File: src/hdl/hcp_pkg.sv
// Shared constants and types for the Huffman code table bit packer.
package hcp_pkg;

   // Item kinds carried in the input selector.
   typedef enum logic [1:0] {
      MODE_LOAD   = 2'd0,
      MODE_ENCODE = 2'd1,
      MODE_FINISH = 2'd2
   } mode_type;

   localparam int BYTE_W           = 8;
   localparam int SYMBOL_W         = 8;
   localparam int CODE_FIELD_W     = 32;
   localparam int LENGTH_FIELD_W   = 6;
   localparam int TABLE_DEPTH      = 256;
   localparam int MAX_CODE_LEN_DEF = 32;
   localparam int QUEUE_DEPTH_DEF  = 4;

endpackage

File: src/hdl/hcp_back.sv
// Back end: bit accumulator that merges codes and emits bytes MSB first.
module hcp_back #(
   parameter int MAX_CODE_LEN = hcp_pkg::MAX_CODE_LEN_DEF,
   localparam int LEN_LIMIT = (MAX_CODE_LEN < 32) ? MAX_CODE_LEN : 32,
   localparam int LEN_W     = $clog2(LEN_LIMIT + 1)
) (
   input  logic                          clock,
   input  logic                          reset,
   input  logic                          q_valid,
   input  logic [LEN_LIMIT-1:0]          q_code,
   input  logic [LEN_W-1:0]              q_len,
   input  logic                          q_fin,
   output logic                          q_pop,
   output logic                          rsp_valid,
   input  logic                          rsp_ready,
   output logic [hcp_pkg::BYTE_W-1:0]    rsp_byte,
   output logic                          rsp_last
);

   import hcp_pkg::*;

   localparam int PEND_W = BYTE_W - 1;
   localparam int AW     = LEN_LIMIT + PEND_W;
   localparam int CW     = $clog2(AW + 1);

   // Accumulator is left aligned: valid bits at the top, zeros below.
   logic [AW-1:0]     acc_ff, acc_in;
   logic [CW-1:0]     cnt_ff, cnt_in;
   logic              fin_ff, fin_in;
   logic              rsp_vld_ff, rsp_vld_in;
   logic [BYTE_W-1:0] rsp_byte_ff, rsp_byte_in;
   logic              rsp_last_ff, rsp_last_in;
   logic              busy;
   logic              emit;
   logic              full_byte;
   logic [CW-1:0]     sh;

   assign full_byte = (cnt_ff >= CW'(BYTE_W));
   assign busy      = fin_ff ? (cnt_ff != '0) : full_byte;
   assign q_pop     = q_valid && !busy;
   assign emit      = busy && (!rsp_vld_ff || rsp_ready);
   assign sh        = CW'(AW) - cnt_ff - CW'(q_len);

   always_comb begin
      acc_in      = acc_ff;
      cnt_in      = cnt_ff;
      fin_in      = fin_ff;
      rsp_byte_in = rsp_byte_ff;
      rsp_last_in = rsp_last_ff;
      rsp_vld_in  = rsp_vld_ff && !rsp_ready;
      if (q_pop) begin
         // place the code right under the pending bits
         acc_in = acc_ff | ({{PEND_W{1'b0}}, q_code} << sh);
         cnt_in = cnt_ff + CW'(q_len);
         fin_in = q_fin;
      end else if (emit) begin
         rsp_vld_in  = 1'b1;
         rsp_byte_in = acc_ff[AW-1 -: BYTE_W];
         rsp_last_in = fin_ff && (cnt_ff <= CW'(BYTE_W));
         acc_in      = acc_ff << BYTE_W;
         cnt_in      = full_byte ? cnt_ff - CW'(BYTE_W) : '0;
      end
   end

   always_ff @(posedge clock) begin
      if (reset) begin
         acc_ff     <= '0;
         cnt_ff     <= '0;
         fin_ff     <= 1'b0;
         rsp_vld_ff <= 1'b0;
      end else begin
         acc_ff     <= acc_in;
         cnt_ff     <= cnt_in;
         fin_ff     <= fin_in;
         rsp_vld_ff <= rsp_vld_in;
      end
   end

   always_ff @(posedge clock) begin
      rsp_byte_ff <= rsp_byte_in;
      rsp_last_ff <= rsp_last_in;
   end

   assign rsp_valid = rsp_vld_ff;
   assign rsp_byte  = rsp_byte_ff;
   assign rsp_last  = rsp_last_ff;

endmodule
File: config.mk
export PLATFORM = sky130hd
export DESIGN_NAME = hcp_back
export DESIGN_NICKNAME = d
export VERILOG_FILES = /design/src/hdl/hcp_pkg.sv /design/src/hdl/hcp_back.sv
export SDC_FILE = /design/constraint.sdc
export NUM_CORES = 1
export LEC_CHECK = 0
export ABC_AREA = 1
export BUFFER_PORTS_ARGS = -buffer_cell sky130_fd_sc_hd__buf_2
export CORE_ASPECT_RATIO = 1.1
export CORE_MARGIN = 2
export CORE_UTILIZATION = 40
export DETAILED_ROUTE_END_ITERATION = 12
export GPL_TIMING_DRIVEN = 0
export SYNTH_ARGS = -nofsm -noshare
export SYNTH_HDL_FRONTEND = slang
export SYNTH_SLANG_ARGS = --single-unit
export TNS_END_PERCENT = 10
File: constraint.sdc
create_clock -name clock -period 2.5 [get_ports clock]
set_input_delay 0.25 -clock clock [delete_from_list [all_inputs] [get_ports clock]]
set_output_delay 0.25 -clock clock [all_outputs]
set_load 0.02 [all_outputs]
==> qor.csv <==
stage;metric;value;unit
run_status;status;finished clean;
synth;Syn Inst Count;805;
min_path;min-delay worst type;input pin to flop;
route;DRT Wirelength;17400;um
critical_path;R2R Setup Slk;0.06;ns
place;IO buf count;53;
timing;fin crit share;97.7;%
min_path;Hold Startpoint;reset;
timing;hold slack;0.137;ns
synth;Syn Nets;862;
floorplanning;core area;12000;sq um
route;DR vias/cell;5.55;
min_path;Hold Path End;cnt_ff[3];
clock_tree;CTS max path bufs;2;
critical_path;Max FO, Critical Path;6;
floorplanning;Starting Density;40.6;%
cells_and_area;share of layout cells above drive strength 1;27.9;%
timing;FMAX;409;MHz
timing;Hold Fails Final Rpt;0;
synth;Yosys top cell area share;20.1;%
synth;register area share after synthesis;24.9;%
global_routing;initial antenna violation count;0;
route;DRC errors left;0;
cells_and_area;Finished Cell Area;6090;sq um
route;Post-DRT Antenna Nets;0;
critical_path;FF-to-FF Start;cnt_ff[3];
timing;slew margin rel.;58.2;%
floorplanning;Rows;42;
synth;count of state elements after synthesis;56;
clock_tree;CTS Buf Count;5;
clock_tree;H-Tree Depth;2;
cells_and_area;Area growth syn-to-layout;25.0;%
synth;area leader, netlist;nand2_1;
place;Place WS;-0.373;ns
timing;post-layout min period;2.44;ns
critical_path;Crit path arrival time;2.68;ns
global_routing;vias in the first global route;5221;
clock_tree;Reg clk slew, reported paths;0.07;ns
synth;Cell Area, Synth;4870;sq um
global_routing;grt ovf;0;
clock_tree;Root Buffer;clkbuf_16;
route;Wirelength per Cell;16.9;um
route;first-pass detailed-route iteration total;5;
timing;clk_skew;0.00806;ns
critical_path;Worst setup EP type;flop;
place;HPWL after DPL;13500;um
place;Placer Congestion;0.951;
place;placed cell areas;5330;sq um
critical_path;FF-to-FF End;acc_ff[30];
floorplanning;die width;109;um
timing;Least-Margin Pin Slew;0.628;ns
synth;Post-Syn Area per Cell;6.05;sq um
clock_tree;total clock sinks;56;
floorplanning;chip height;120;um
clock_tree;worst skew pair latency;0.30;ns
critical_path;CP Launch Type;flop;
global_routing;gr busiest metal;met2;
route;DR iter-0 viols;410;
timing;fin. max-slew vios;0;
global_routing;All-Layer GR Usage;26.0;%
run;maxcap violations;0;
global_routing;grt met2 use;45.7;%
synth;Yosys Warn Count;0;
timing;setup TNS;0;ns
route;vias;5723;
timing;final setup fails;0;
cells_and_area;fin nets;933;
global_routing;pin count of the biggest net entering global routing;19;
clock_tree;CTS tree;built;
timing;Worst Slack Setup Final;0.0568;ns
synth;library cells used by synthesis;38;
synth;top post-synthesis cells by area;nand2_1, dfxtp_1, nand3_1;
critical_path;Worst Setup SP;cnt_ff[3];
critical_path;Data required, critical path;2.73;ns
timing;RSZ-0062 raised after global routing;yes;
critical_path;WS Path Type;flop to flop;
min_path;hold depth;2;
cells_and_area;# diodes;0;
global_routing;GRT met3 Usage;3.10;%
floorplanning;Top Ports;54;
floorplanning;die area;13100;sq um
global_routing;first-pass GRT wire length;26300;um
global_routing;met1 GRT Util;32.4;%
critical_path;R2R depth;14;
==> logic make-up (layout without fill, tap and decap cells) <==
logic type | count (synthesis) | in the layout | synth area share (%)
AO/OA/AOI/OAI | 109 | 109 | 12.3
XOR/XNOR | 1 | 1 | 0.180
adder cells (fa/ha/maj) | 14 | 14 | 3.91
buffers and inverters | 101 | 173 | 11.0
flip-flops | 56 | 56 | 24.9
AND/OR/NAND/NOR | 524 | 524 | 47.8
==> per-stage QoR <==
step / cells / util (%)
floorplan: 805 / -
global placement: 1012 / 44.5
detailed placement: 1012 / 44.5
CTS: 1021 / 46.9
global route: 1031 / 50.8
finish: 1031 / 50.8
==> flip-flops by register name, indices dropped and copies added (netlist names) <==
signal	flops
rsp_valid	1
rsp_byte	8
acc_ff	39
cnt_ff	6
fin_ff	1
rsp_last	1
==> placed cells by master (no fill, tap or decap), types with 2 or more instances in the layout <==
master / netlist / layout
ha_1: 12 / 7
a21oi_1: 47 / 40
nand3_1: 186 / 134
inv_1: 44 / 39
inv_6: 0 / 2
ha_2: 0 / 3
dfxtp_1: 47 / 43
nand3_2: 2 / 53
dfxtp_2: 0 / 3
inv_4: 1 / 4
buf_8: 0 / 3
o21a_1: 3 / 3
clkbuf_2: 0 / 3
nor2_2: 1 / 3
inv_2: 5 / 8
nand4_1: 2 / 2
o21ai_1: 2 / 4
buf_4: 9 / 21
nand3_4: 1 / 2
o21ai_0: 40 / 38
edfxtp_1: 9 / 9
buf_6: 13 / 19
nand2_1: 261 / 248
and2_1: 4 / 3
nand2_2: 10 / 22
clkbuf_16: 0 / 5
nand2_4: 1 / 2
a31oi_1: 6 / 6
clkbuf_1: 10 / 5
a21oi_2: 7 / 14
nor2_4: 1 / 6
ha_4: 0 / 2
or2_0: 3 / 3
buf_2: 17 / 59
o211ai_1: 3 / 3
nor2_1: 48 / 41
==> synth_stat cells (all sizes together) <==
| cell type | n |
|---|---|
| o211ai | 3 |
| a31oi | 6 |
| o21a | 3 |
| nand2 | 272 |
| clkbuf | 10 |
| nor3 | 1 |
| o21ai | 43 |
| clkinv | 2 |
| fa | 2 |
| ha | 12 |
| nand4 | 2 |
| xnor2 | 1 |
| nor2 | 51 |
| a21oi | 54 |
| nand3 | 189 |
| dfxtp | 47 |
| inv | 50 |
| edfxtp | 9 |
| and2 | 4 |
| or2 | 4 |
| buf | 39 |
| nand3b | 1 |
==> metal layers <==
layer,share of wire [%],vias to the layer above
li1,-,2818
met1,42,2691
met2,50,177
met3,4.5,37
met4,3.3,0
met5,0,-
==> critical path, stage by stage, from the launching register on <==
cell	delay, ns
dfxtp_4	0.37
ha_2	0.18
inv_2	0.05
fa_2	0.52
nand2_1	0.08
inv_1	0.05
a21oi_2	0.16
inv_1	0.07
nand2_2	0.07
nand2_4	0.10
buf_4	0.17
nor2_4	0.16
buf_6	0.14
o211ai_1	0.10
a21oi_1	0.14
==> final cells by class <==
cell class | instances | area, sq um
clock inverters | 3 | 20.0
plain buffers | 49 | 435
clock buffers | 5 | 125
well taps | 154 | 193
inverters | 52 | 208
multi-input cells | 648 | 3530
repair buffers | 64 | 352
flip-flops and latches | 56 | 1220
fillers | 1260 | 5900
==> worst max-delay path by stage <==
stage                  to  slack, ns  cells past startpoint
6_report       acc_ff[30]       0.06                     14
5_1_grt        acc_ff[19]      -0.07                     19
4_1_cts        acc_ff[31]       0.02                     14
3_5_place_dp   acc_ff[34]      -0.37                     16
3_3_place_gp   acc_ff[23]      -0.35                     16
2_1_floorplan  acc_ff[15]       0.17                     14
==> timing repair <==
action / in CTS / in global routing
gates resized for setup: 42 / 105
gates cloned: 0 / 1
hold buffers: 0 / 0
setup endpoints to repair: 37 / 37
setup buffers: 1 / 9
pin swaps: 1 / 12
Power is left out: the tool's default activity adds up to more than one toggle a clock period on the data nets, which glitch-free logic cannot reach.
