## src/hdl/hcp_queue.sv

```systemverilog
// Small register FIFO between the lookup front and the packing back end.
module hcp_queue #(
   parameter int WIDTH = 8,
   parameter int DEPTH = 4,
   localparam int PTR_W = (DEPTH > 1) ? $clog2(DEPTH) : 1,
   localparam int CNT_W = $clog2(DEPTH + 1)
) (
   input  logic             clock,
   input  logic             reset,
   input  logic             push,
   input  logic [WIDTH-1:0] push_data,
   input  logic             pop,
   output logic [WIDTH-1:0] pop_data,
   output logic             not_empty,
   output logic [CNT_W-1:0] count
);

   logic [WIDTH-1:0] slot_ff [DEPTH];
   logic [PTR_W-1:0] wr_ptr_ff, wr_ptr_in;
   logic [PTR_W-1:0] rd_ptr_ff, rd_ptr_in;
   logic [CNT_W-1:0] count_ff, count_in;
   logic             do_pop;

   assign do_pop = pop && (count_ff != '0);

   always_comb begin
      wr_ptr_in = wr_ptr_ff;
      rd_ptr_in = rd_ptr_ff;
      count_in  = count_ff;
      if (push) begin
         wr_ptr_in = (wr_ptr_ff == PTR_W'(DEPTH - 1)) ? '0 : wr_ptr_ff + PTR_W'(1);
      end
      if (do_pop) begin
         rd_ptr_in = (rd_ptr_ff == PTR_W'(DEPTH - 1)) ? '0 : rd_ptr_ff + PTR_W'(1);
      end
      if (push && !do_pop) begin
         count_in = count_ff + CNT_W'(1);
      end else if (do_pop && !push) begin
         count_in = count_ff - CNT_W'(1);
      end
   end

   always_ff @(posedge clock) begin
      if (reset) begin
         wr_ptr_ff <= '0;
         rd_ptr_ff <= '0;
         count_ff  <= '0;
      end else begin
         wr_ptr_ff <= wr_ptr_in;
         rd_ptr_ff <= rd_ptr_in;
         count_ff  <= count_in;
      end
   end

   always_ff @(posedge clock) begin
      if (push) begin
         slot_ff[wr_ptr_ff] <= push_data;
      end
   end

   assign pop_data  = slot_ff[rd_ptr_ff];
   assign not_empty = (count_ff != '0);
   assign count     = count_ff;

endmodule

```

## config.mk

```make
export PLATFORM = sky130hd
export DESIGN_NAME = hcp_queue
export DESIGN_NICKNAME = d
export VERILOG_FILES = /design/src/hdl/hcp_queue.sv
export SDC_FILE = /design/constraint.sdc
export NUM_CORES = 1
export LEC_CHECK = 0
export BUFFER_PORTS_ARGS = -buffer_cell sky130_fd_sc_hd__buf_2
export CAP_MARGIN = 20
export CORE_AREA = 3 3 62 58
export CTS_BUF_LIST = sky130_fd_sc_hd__clkbuf_8 sky130_fd_sc_hd__clkbuf_16
export DETAILED_ROUTE_END_ITERATION = 16
export DIE_AREA = 0 0 65 61
export MAX_ROUTING_LAYER = met4
export PLACE_DENSITY = 0.74
export REMOVE_ABC_BUFFERS = 1
export SLEW_MARGIN = 10
export SYNTH_ARGS = -nofsm -noshare
export SYNTH_HDL_FRONTEND = slang
export SYNTH_SLANG_ARGS = --single-unit
export TNS_END_PERCENT = 5
```

## constraint.sdc

```tcl
create_clock -name clock -period 3 [get_ports clock]
set_clock_uncertainty 0.2 [all_clocks]
set_input_delay 0.6 -clock clock [delete_from_list [all_inputs] [get_ports clock]]
set_output_delay 0.6 -clock clock [all_outputs]
set_load 0.005 [all_outputs]
```

==> impl_metrics.ini, run 1 <==
[run_status]
status = finished, final reports clean

[sta]
rsz0062_at_grt = no
setup_viol = 0
worstMarginPinSlew_ps = 546
hold_viol_final = 0
tns_ps = 0
fmax_ghz = 0.403
final-max-slew-violation-count = 0
worst_slack_ps = 521
fin_crit_ps = 2480
finalCritPeriodShare_pct = 82.6
relSlewSlack_pct = 63.6

[critical_path]
r2r_cells = 7
crit_chain = mux4_2, buf_2
r2r-start = count[1]
reg2reg_to = count[2]
slowest_delay_ps = 670
cp_max_fo = 8
path_delay_family = flip-flops
critPathBufInv = 1
cp_data_arrival_time_ps = 1680
end_kind = output pin
rrSetupSlack_ps = 700
timing.setup.critical_path_class = reg2out
required_ps = 2200
slowest_stage = dfxtp_1
cp-start-kind = register

[final_layout]
finalNetCount = 132
fin_util_pct = 62.0
fillers = 248
layout.area.seq_sq_um = 1140
fin_area_sq_um = 1870
multi_input_area_sq_um = 444
area_delta_synth_final_pct = 16.1
diodes = 0
layout-drive-gt1-share_pct = 35.1

[placed_design]
gp_congestion = 0.609
placed_cell_area_sq_um = 1760
hpwl_mm = 1.70
portBuffers = 23
place_ws_ps = 626

[logic_synthesis]
ys_seq_area_share_pct = 70.8
synth.avg_cell_area_sq_um = 19.0
syn_area_sq_um = 1610
synth_area_leaders = edfxtp_1, dfxtp_1, mux4_2, ha_1, mux2i_1
synthDistinctLibCells = 19
synth_area_leader_cell = edfxtp_1
synth_cells = 85
synth_top_area_share_pct = 59.6
yosys_warnings = 0
ys_ff_latch = 41

[clock_network]
clock-sinks = 41
cts_tree = done
insertion_delay_ps = 290
numCtsBuffers = 5
clockRootBuffer = clkbuf_8
clk_path_buf_depth = 2
clkTransAtPathRegs_ps = 70
htreeDepth = 2
post-cts-setup-buffers = 0
post_cts_resized = 0
hold_buffers = 0

[run]
cap_violations = 0

[pwr]
p_per_area_nw_per_um2 = 764
p_leak_nw = 0.700
peakVddDrop_mv = 0.428

[die]
die_h_um = 61
start_util_pct = 53.4
fp.dieW_um = 65
core_sq_um = 3020
io_pins = 24
die_area_sq_um = 3970
num_rows = 19

[global_route]
grt_overflow_total = 0
grt_use_total_pct = 15.6
grt_pass1_wl_mm = 3.96
grt_pass1_vias = 848
grt_max_degree = 13
antenna_found_initial = 0

[drt]
ant_nets = 0
dr.pass1.iters = 4
wl_mm = 2.50
routedWlPerCell_um = 16.0
drt-vias-per-instance = 5.09
drc = 0
drt_iter0_markers = 43
vias = 794

[worst_hold_path]
hold_path_end = rd_ptr_ff[0]
hold_class = reg2reg
min_path_cells = 2
hold_start = rd_ptr_ff[0]
placed cells by master, fill, tap and decap left out:
cell type	Yosys	final
ha_1	6	6
a21oi_2	1	1
buf_2	0	23
or3_1	2	2
edfxtp_1	32	32
mux2i_1	4	4
and2_1	4	4
dfxtp_1	9	9
clkbuf_8	0	5
nand2_1	1	1
xor2_1	2	2
o21ai_0	1	1
mux4_2	8	8
nor2_1	6	6
a21oi_1	1	1
clkinv_1	0	1
or3_2	1	1
fa_1	1	1
o31ai_4	1	1
bufinv_16	0	1
inv_1	3	4
layout make-up:
class	instances	share of cell area [%]
sequential	41	61.0
multi-input combinational	39	23.7
timing repair buffer	23	6.15
clock buffer	5	3.68
tap	42	2.81
clock inverter	3	2.01
inverter	3	0.602
routing by layer:
metal  GRT usage (%)  part of all wire, %  up-vias
li1                -                    -      379
met1            15.9                   39      387
met2            25.8                   52       20
met3            6.11                  6.3        8
met4            9.34                  2.3        0
met5               -                    0        -
worst max-delay path by stage:
| stage | to | startpoint | cells past startpoint |
|---|---|---|---|
| final | pop_data[7] | register | 2 |
| after global routing | pop_data[7] | register | 2 |
| after CTS | pop_data[7] | register | 2 |
| after detailed placement | count[2] | pop | 8 |
| after global placement | count[2] | pop | 8 |
| after floorplan | count[2] | count[1] | 7 |
worst min-delay path, delay by kind of cell (launching register included):
kind,cells,cell delay (ps)
flops,1,330
simple gates,1,80
compound gates,1,60
cell usage after synthesis, drive strengths merged:
cell type / instances
o21ai: 1
nand2: 1
mux2i: 4
and2: 4
inv: 3
a21oi: 2
or3: 3
buf: 1
dfxtp: 9
ha: 6
mux4: 8
xor2: 2
fa: 1
nor2: 6
clkbuf: 1
edfxtp: 32
o31ai: 1
metrics by stage:
step	power, mW	instances	hold WS [ps]
2_1_floorplan	0.912	83	262
3_3_place_gp	1.01	148	282
3_5_place_dp	1.03	148	305
4_1_cts	1.45	156	307
5_1_grt	1.50	156	315
6_report	1.43	156	316
state kept, by name, summed over array words and instances (netlist names), named ones only:
name	count
count	3
rd_ptr_ff	2
slot_ff	32
wr_ptr_ff	2
power breakdown:
part	total, mW	internal (mW)	switching, mW
clock network	0.418	0.242	0.177
logic	0.277	0.165	0.112
registers	0.733	0.664	0.0697
total	1.43	1.07	0.358
cells by family after synthesis:
| logic type | Yosys count | share of synthesized area (%) |
|---|---|---|
| adder cells (fa/ha/maj) | 7 | 5.90 |
| AO/OA/AOI/OAI | 4 | 2.48 |
| multiplexers | 12 | 13.7 |
| AND/OR/NAND/NOR | 14 | 4.42 |
| buffers and inverters | 5 | 1.63 |
| flip-flops | 41 | 70.8 |
| XOR/XNOR | 2 | 1.09 |
(Power assumes the default switching activity.)
==> run 2, diff against run 1 <==
--- a/config.mk
+++ b/config.mk
@@ -5,12 +5,13 @@
 export SDC_FILE = /design/constraint.sdc
 export NUM_CORES = 1
 export LEC_CHECK = 0
+export ABC_AREA = 1
 export BUFFER_PORTS_ARGS = -buffer_cell sky130_fd_sc_hd__buf_2
 export CAP_MARGIN = 20
-export CORE_AREA = 3 3 62 58
+export CORE_AREA = 3 3 63 59
 export CTS_BUF_LIST = sky130_fd_sc_hd__clkbuf_8 sky130_fd_sc_hd__clkbuf_16
 export DETAILED_ROUTE_END_ITERATION = 16
-export DIE_AREA = 0 0 65 61
+export DIE_AREA = 0 0 66 62
 export MAX_ROUTING_LAYER = met4
 export PLACE_DENSITY = 0.74
 export REMOVE_ABC_BUFFERS = 1
==> constraint.sdc (replaced) <==
create_clock -name clock -period 2.35 [get_ports clock]
set_clock_uncertainty 0.2 [all_clocks]
set_input_delay 0.47 -clock clock [delete_from_list [all_inputs] [get_ports clock]]
set_output_delay 0.47 -clock clock [all_outputs]
set_load 0.005 [all_outputs]
==> run 2 against run 1 <==
Synthesized cell count up 64%. Non-clock buffer count up 1. Sequential share of layout area down 1.7 points. Clock power up 26%. First-iteration DRC count up 67%. Critical path depth up 2. Highest routed layer unchanged.
==> impl_metrics.ini, run 2 <==
[global_route]
antenna_found_initial = 0
grt_pass1_vias = 1124
grt_pass1_wl_mm = 4.81
grt_max_degree = 17
grt_overflow_total = 0
grt_use_total_pct = 17.4

[critical_path]
timing.setup.critical_path_class = reg2out
cp_max_fo = 16
end_kind = output pin
cp-start-kind = register
crit_chain = inv_2, o21ai_0, o22ai_1, buf_2
required_ps = 1680
cp_data_arrival_time_ps = 1490
slowest_stage = dfxtp_1
rrSetupSlack_ps = 390
slowest_delay_ps = 510

[logic_synthesis]
syn_area_sq_um = 1670
yosys.area_share.simple_pct = 10.5
synthFlopType = edfxtp_1
synth_area_leaders = edfxtp_1, dfxtp_1, nor2_1, ha_1, o21ai_0
synth_mux_area_share_pct = 0
ys_async_sr_fraction_pct = 0
synth_area_leader_cell = edfxtp_1
synth_top_family_by_area = simple AND/OR/NAND/NOR gates
yosysMostFrequentCell = edfxtp_1
synth_adder_area_share_pct = 5.71
synth_compound_gate_area_share_pct = 9.77
synth_top_area_share_pct = 57.7
ys_seq_area_share_pct = 68.5
synth_xor_area_share_pct = 0.526
yosys_warnings = 0
synth.avg_cell_area_sq_um = 12.0
synth_edf_count = 32
synth_cells = 139
ys_ff_latch = 41
synthDistinctLibCells = 20
yosys-top-cells-count = edfxtp_1, nor2_1, inv_1

[final_layout]
largest_register = slot_ff
fin_util_pct = 62.7
largest_register_ffs = 32
area_delta_synth_final_pct = 15.6
final_common_cell = edfxtp_1
layout.area.seq_sq_um = 1140
diodes = 0
fillers = 238
multi_input_area_sq_um = 442
mostFrequentLayoutCells = edfxtp_1, nor2_1, buf_2, inv_1, o21ai_0
layout-drive-gt1-share_pct = 20.7
finalNetCount = 187

[pwr]
intPower_mw = 1.40
switching_share_pct = 30.5
peakVddDrop_mv = 0.577
p_leak_nw = 0.794
p_per_area_nw_per_um2 = 1050
p_comb_share_pct = 27.6
clock_power_share_pct = 26.2
sequentialPowerShare_pct = 46.3
p_sw_uw = 615

[clock_network]
numCtsBuffers = 5
cts_tree = done
clock-sinks = 41
htreeDepth = 2
hold_buffers = 0
clockRootBuffer = clkbuf_8
post_cts_resized = 0
post-cts-setup-buffers = 0
clk_path_buf_depth = 2
insertion_delay_ps = 280
clkTransAtPathRegs_ps = 70

[die]
die_area_sq_um = 4090
fp.dieW_um = 66
core_sq_um = 3070
io_pins = 24
die_h_um = 62
num_rows = 19
start_util_pct = 54.3

[run]
cap_violations = 0

[worst_hold_path]
hold_class = in2reg

[drt]
drt_iter0_markers = 72
drt-vias-per-instance = 5.14
dr.pass1.iters = 4
drc = 0
vias = 1084
wl_mm = 2.97
ant_nets = 0
routedWlPerCell_um = 14.1

[placed_design]
hpwl_mm = 2.07
portBuffers = 23
gp_congestion = 0.719

[sta]
final-max-slew-violation-count = 0
relSlewSlack_pct = 75.6
finalCritPeriodShare_pct = 91.8
setup_viol = 0
fmax_ghz = 0.463
rsz0062_at_grt = no
tns_ps = 0
worstMarginPinSlew_ps = 365
hold_viol_final = 0
fin_crit_ps = 2160

[run_status]
status = finished, final reports clean
==> run 2: changes by cell type in the layout (fill, tap and decap cells not counted), moves of 2 or more <==
cell / before / now
a21oi_1: 1 / 3
and2_1: 4 / 0
inv_1: 4 / 16
mux2i_1: 4 / 0
mux4_2: 8 / 0
nand2_1: 1 / 13
nor2_1: 6 / 24
nor2_2: 0 / 2
o21ai_0: 1 / 14
o21ai_1: 0 / 2
o21ai_2: 0 / 2
o22ai_1: 0 / 8
or3_1: 2 / 0
==> run 2: through the flow <==
step | setup slack, ps | std cells | power (mW) | hold WS, ps | area [sq um]
5_1_grt | 0.0354 | 211 | 2.14 | 168 | 1920
3_3_place_gp | 460 | 203 | 1.46 | 303 | 1820
4_1_cts | 184 | 211 | 2.02 | 161 | 1920
3_5_place_dp | 401 | 203 | 1.50 | 340 | 1820
2_1_floorplan | 520 | 137 | 1.26 | 283 | 1640
6_report | 192 | 211 | 2.01 | 169 | 1920
==> run 2: final timing paths <==
kind | endpoint | cells past startpoint | from
max | pop_data[1] | 4 | register
min | wr_ptr_ff[0] | 2 | reset
max reg2reg | count[1] | 8 | count[0]
min reg2reg | wr_ptr_ff[1] | 2 | wr_ptr_ff[1]
==> run 2: power groups by stage <==
stage	Combinational [mW]	Sequential, mW	Clock, mW
detailed placement	0.551	0.949	0
finish	0.555	0.932	0.528
CTS	0.557	0.933	0.532
global placement	0.517	0.944	0
floorplan	0.326	0.938	0
global route	0.631	0.945	0.567
==> run 2: per-layer routing <==
metal	track usage, %	share of wire, %	vias up
li1	-	-	538
met1	18.3	40	514
met2	29.9	54	28
met3	6.12	4.4	4
met4	8.12	1.4	0
met5	-	0	-
==> run 2: worst max-delay path, delay by kind of cell, from the launching register on <==
family,cells,cell delay (ps)
buffers and inverters,2,340
flip-flops,1,510
AO/OA/AOI/OAI,2,350
==> run 2: kinds of logic (layout without fill, tap and decap cells) <==
kind of cell | after synthesis | in the layout
compound gates | 29 | 29
xor+xnor | 1 | 1
fa+ha+maj | 7 | 7
buf+inv | 18 | 48
flops | 41 | 41
simple gates | 43 | 43
==> run 2: final cells by class <==
type	count	share of cell area, %
clock buffers	5	3.58
inverters	16	3.12
flip-flops and latches	41	59.3
multi-input cells	80	23.0
clock inverters	3	1.95
repair buffers	24	6.37
well taps	42	2.73
==> run 3, diff against run 2 <==
--- a/config.mk
+++ b/config.mk
@@ -8,10 +8,10 @@
 export ABC_AREA = 1
 export BUFFER_PORTS_ARGS = -buffer_cell sky130_fd_sc_hd__buf_2
 export CAP_MARGIN = 20
-export CORE_AREA = 3 3 63 59
+export CORE_AREA = 2 2 62 58
 export CTS_BUF_LIST = sky130_fd_sc_hd__clkbuf_8 sky130_fd_sc_hd__clkbuf_16
 export DETAILED_ROUTE_END_ITERATION = 16
-export DIE_AREA = 0 0 66 62
+export DIE_AREA = 0 0 64 60
 export MAX_ROUTING_LAYER = met4
 export PLACE_DENSITY = 0.74
 export REMOVE_ABC_BUFFERS = 1
==> run 3 against run 2 <==
Flip-flop and latch count stayed put. Clock-buffer cell count rose by 1. Sequential power about the same. Global-route usage grew 0.78 points. Maximum frequency barely moved. Non-clock buffer count stayed put. Design area is 0.65% higher. Worst setup slack got worse by 2.1 ps. Clock power increased by 7.8%. Largest cell class unchanged. Critical path depth did not move. Power up 1.8%. Register-to-register slack got worse by 70 ps. Critical path type unchanged.
==> impl_metrics.ini, run 3 (synthesized netlist as in run 2, its figures left out) <==
[die]
num_rows = 20
core_sq_um = 3230
die_area_sq_um = 3840
fp.dieW_um = 64
die_h_um = 60
io_pins = 24
start_util_pct = 51.6

[clock_network]
numCtsBuffers = 5
hold_buffers = 0
clock-sinks = 41
clk_path_buf_depth = 2
cts_tree = done
clkTransAtPathRegs_ps = 70
insertion_delay_ps = 290
clockRootBuffer = clkbuf_8
htreeDepth = 2
post-cts-setup-buffers = 0
post_cts_resized = 0

[critical_path]
cp_max_fo = 16
rrSetupSlack_ps = 320
cp_data_arrival_time_ps = 1490
required_ps = 1680
cp-start-kind = register
slowest_delay_ps = 530
slowest_stage = dfxtp_1
end_kind = output pin
crit_chain = inv_2, o21ai_0, o22ai_1, buf_2
timing.setup.critical_path_class = reg2out

[global_route]
grt_pass1_vias = 1002
grt_max_degree = 17
grt_overflow_total = 0
grt_pass1_wl_mm = 4.73
grt_use_total_pct = 18.2
antenna_found_initial = 0

[drt]
met3WireLength_um = 159
dr.pass1.iters = 4
routedWlPerCell_um = 14.5
drt_iter0_markers = 83
ant_nets = 0
wl_met2_mm = 1.56
wl_met1_mm = 1.28
drt-vias-per-instance = 4.92
drc = 0
vias = 1048
wl_mm = 3.08
highest_layer = met4

[placed_design]
hpwl_mm = 2.06
portBuffers = 23
gp_congestion = 0.730
place_ws_ps = 378

[final_layout]
diodes = 0
area_delta_synth_final_pct = 16.3
layout-drive-gt1-share_pct = 21.3
final_common_cell = edfxtp_1
mostFrequentLayoutCells = edfxtp_1, nor2_1, buf_2, inv_1, o21ai_0
finalNetCount = 187
largest_register_ffs = 32
largest_register = slot_ff

[pwr]
clock_power_share_pct = 27.8
p_leak_nw = 0.799
sequentialPowerShare_pct = 45.6
switching_share_pct = 30.2
p_sw_uw = 619
peakVddDrop_mv = 0.558
p_comb_share_pct = 26.6
intPower_mw = 1.43
p_per_area_nw_per_um2 = 1060

[sta]
rsz0062_at_grt = no
relSlewSlack_pct = 74.0
setup_viol = 0
fmax_ghz = 0.463
finalCritPeriodShare_pct = 91.9
worstMarginPinSlew_ps = 389
hold_viol_final = 0
worst_slack_ps = 189
final-max-slew-violation-count = 0
fin_crit_ps = 2160
tns_ps = 0

[worst_hold_path]
hold_class = in2reg

[run_status]
status = finished, final reports clean

[run]
cap_violations = 0
run 3: changes by cell type in the layout (fill, tap and decap cells not counted):
cell	delta
clkbuf_8	+1
clkinv_1	-1
run 3: final cells by class:
class | count | area [sq um]
clock inverters | 2 | 33.8
multi-input cells | 80 | 442
repair buffers | 24 | 123
fillers | 259 | 1290
clock buffers | 6 | 82.6
flip-flops and latches | 41 | 1140
well taps | 44 | 55.1
inverters | 16 | 60.1
run 3: power groups by stage:
stage / clock network [mW] / registers [mW] / logic (mW)
2_1_floorplan: 0 / 0.938 / 0.326
3_3_place_gp: 0 / 0.945 / 0.515
3_5_place_dp: 0 / 0.950 / 0.535
4_1_cts: 0.582 / 0.935 / 0.550
5_1_grt: 0.615 / 0.945 / 0.620
6_report: 0.569 / 0.935 / 0.546
run 3: path summary, 6_finish.rpt:
kind	cells past startpoint	end	start
worst max register to register	12	count[2]	count[0]
worst min register to register	2	rd_ptr_ff[1]	rd_ptr_ff[1]
worst max-delay path	4	pop_data[4]	register
worst min-delay path	2	count[0]	reset
run 3: per-layer routing:
| layer | vias to the layer above | global-route usage, % |
|---|---|---|
| met5 | - | - |
| met4 | 0 | 10.2 |
| met1 | 484 | 21.4 |
| met3 | 6 | 6.21 |
| met2 | 25 | 27.7 |
| li1 | 533 | - |
run 3: worst max-delay path, delay by kind of cell, from the launching register on:
family / cells / cell delay (ps)
AOI/OAI and AO/OA: 2 / 320
buffers and inverters: 2 / 350
DFF: 1 / 530
run 3: metrics by stage:
| step | hold slack [ps] | cells | utilization, % | area, sq um | power (mW) |
|---|---|---|---|---|---|
| floorplan | 283 | 137 | - | 1640 | 1.26 |
| global placement | 307 | 205 | 56.4 | 1820 | 1.46 |
| detailed placement | 328 | 205 | 56.4 | 1820 | 1.48 |
| CTS | 149 | 213 | 60.0 | 1940 | 2.07 |
| global route | 167 | 213 | 60.0 | 1940 | 2.18 |
| finish | 156 | 213 | 60.0 | 1940 | 2.05 |
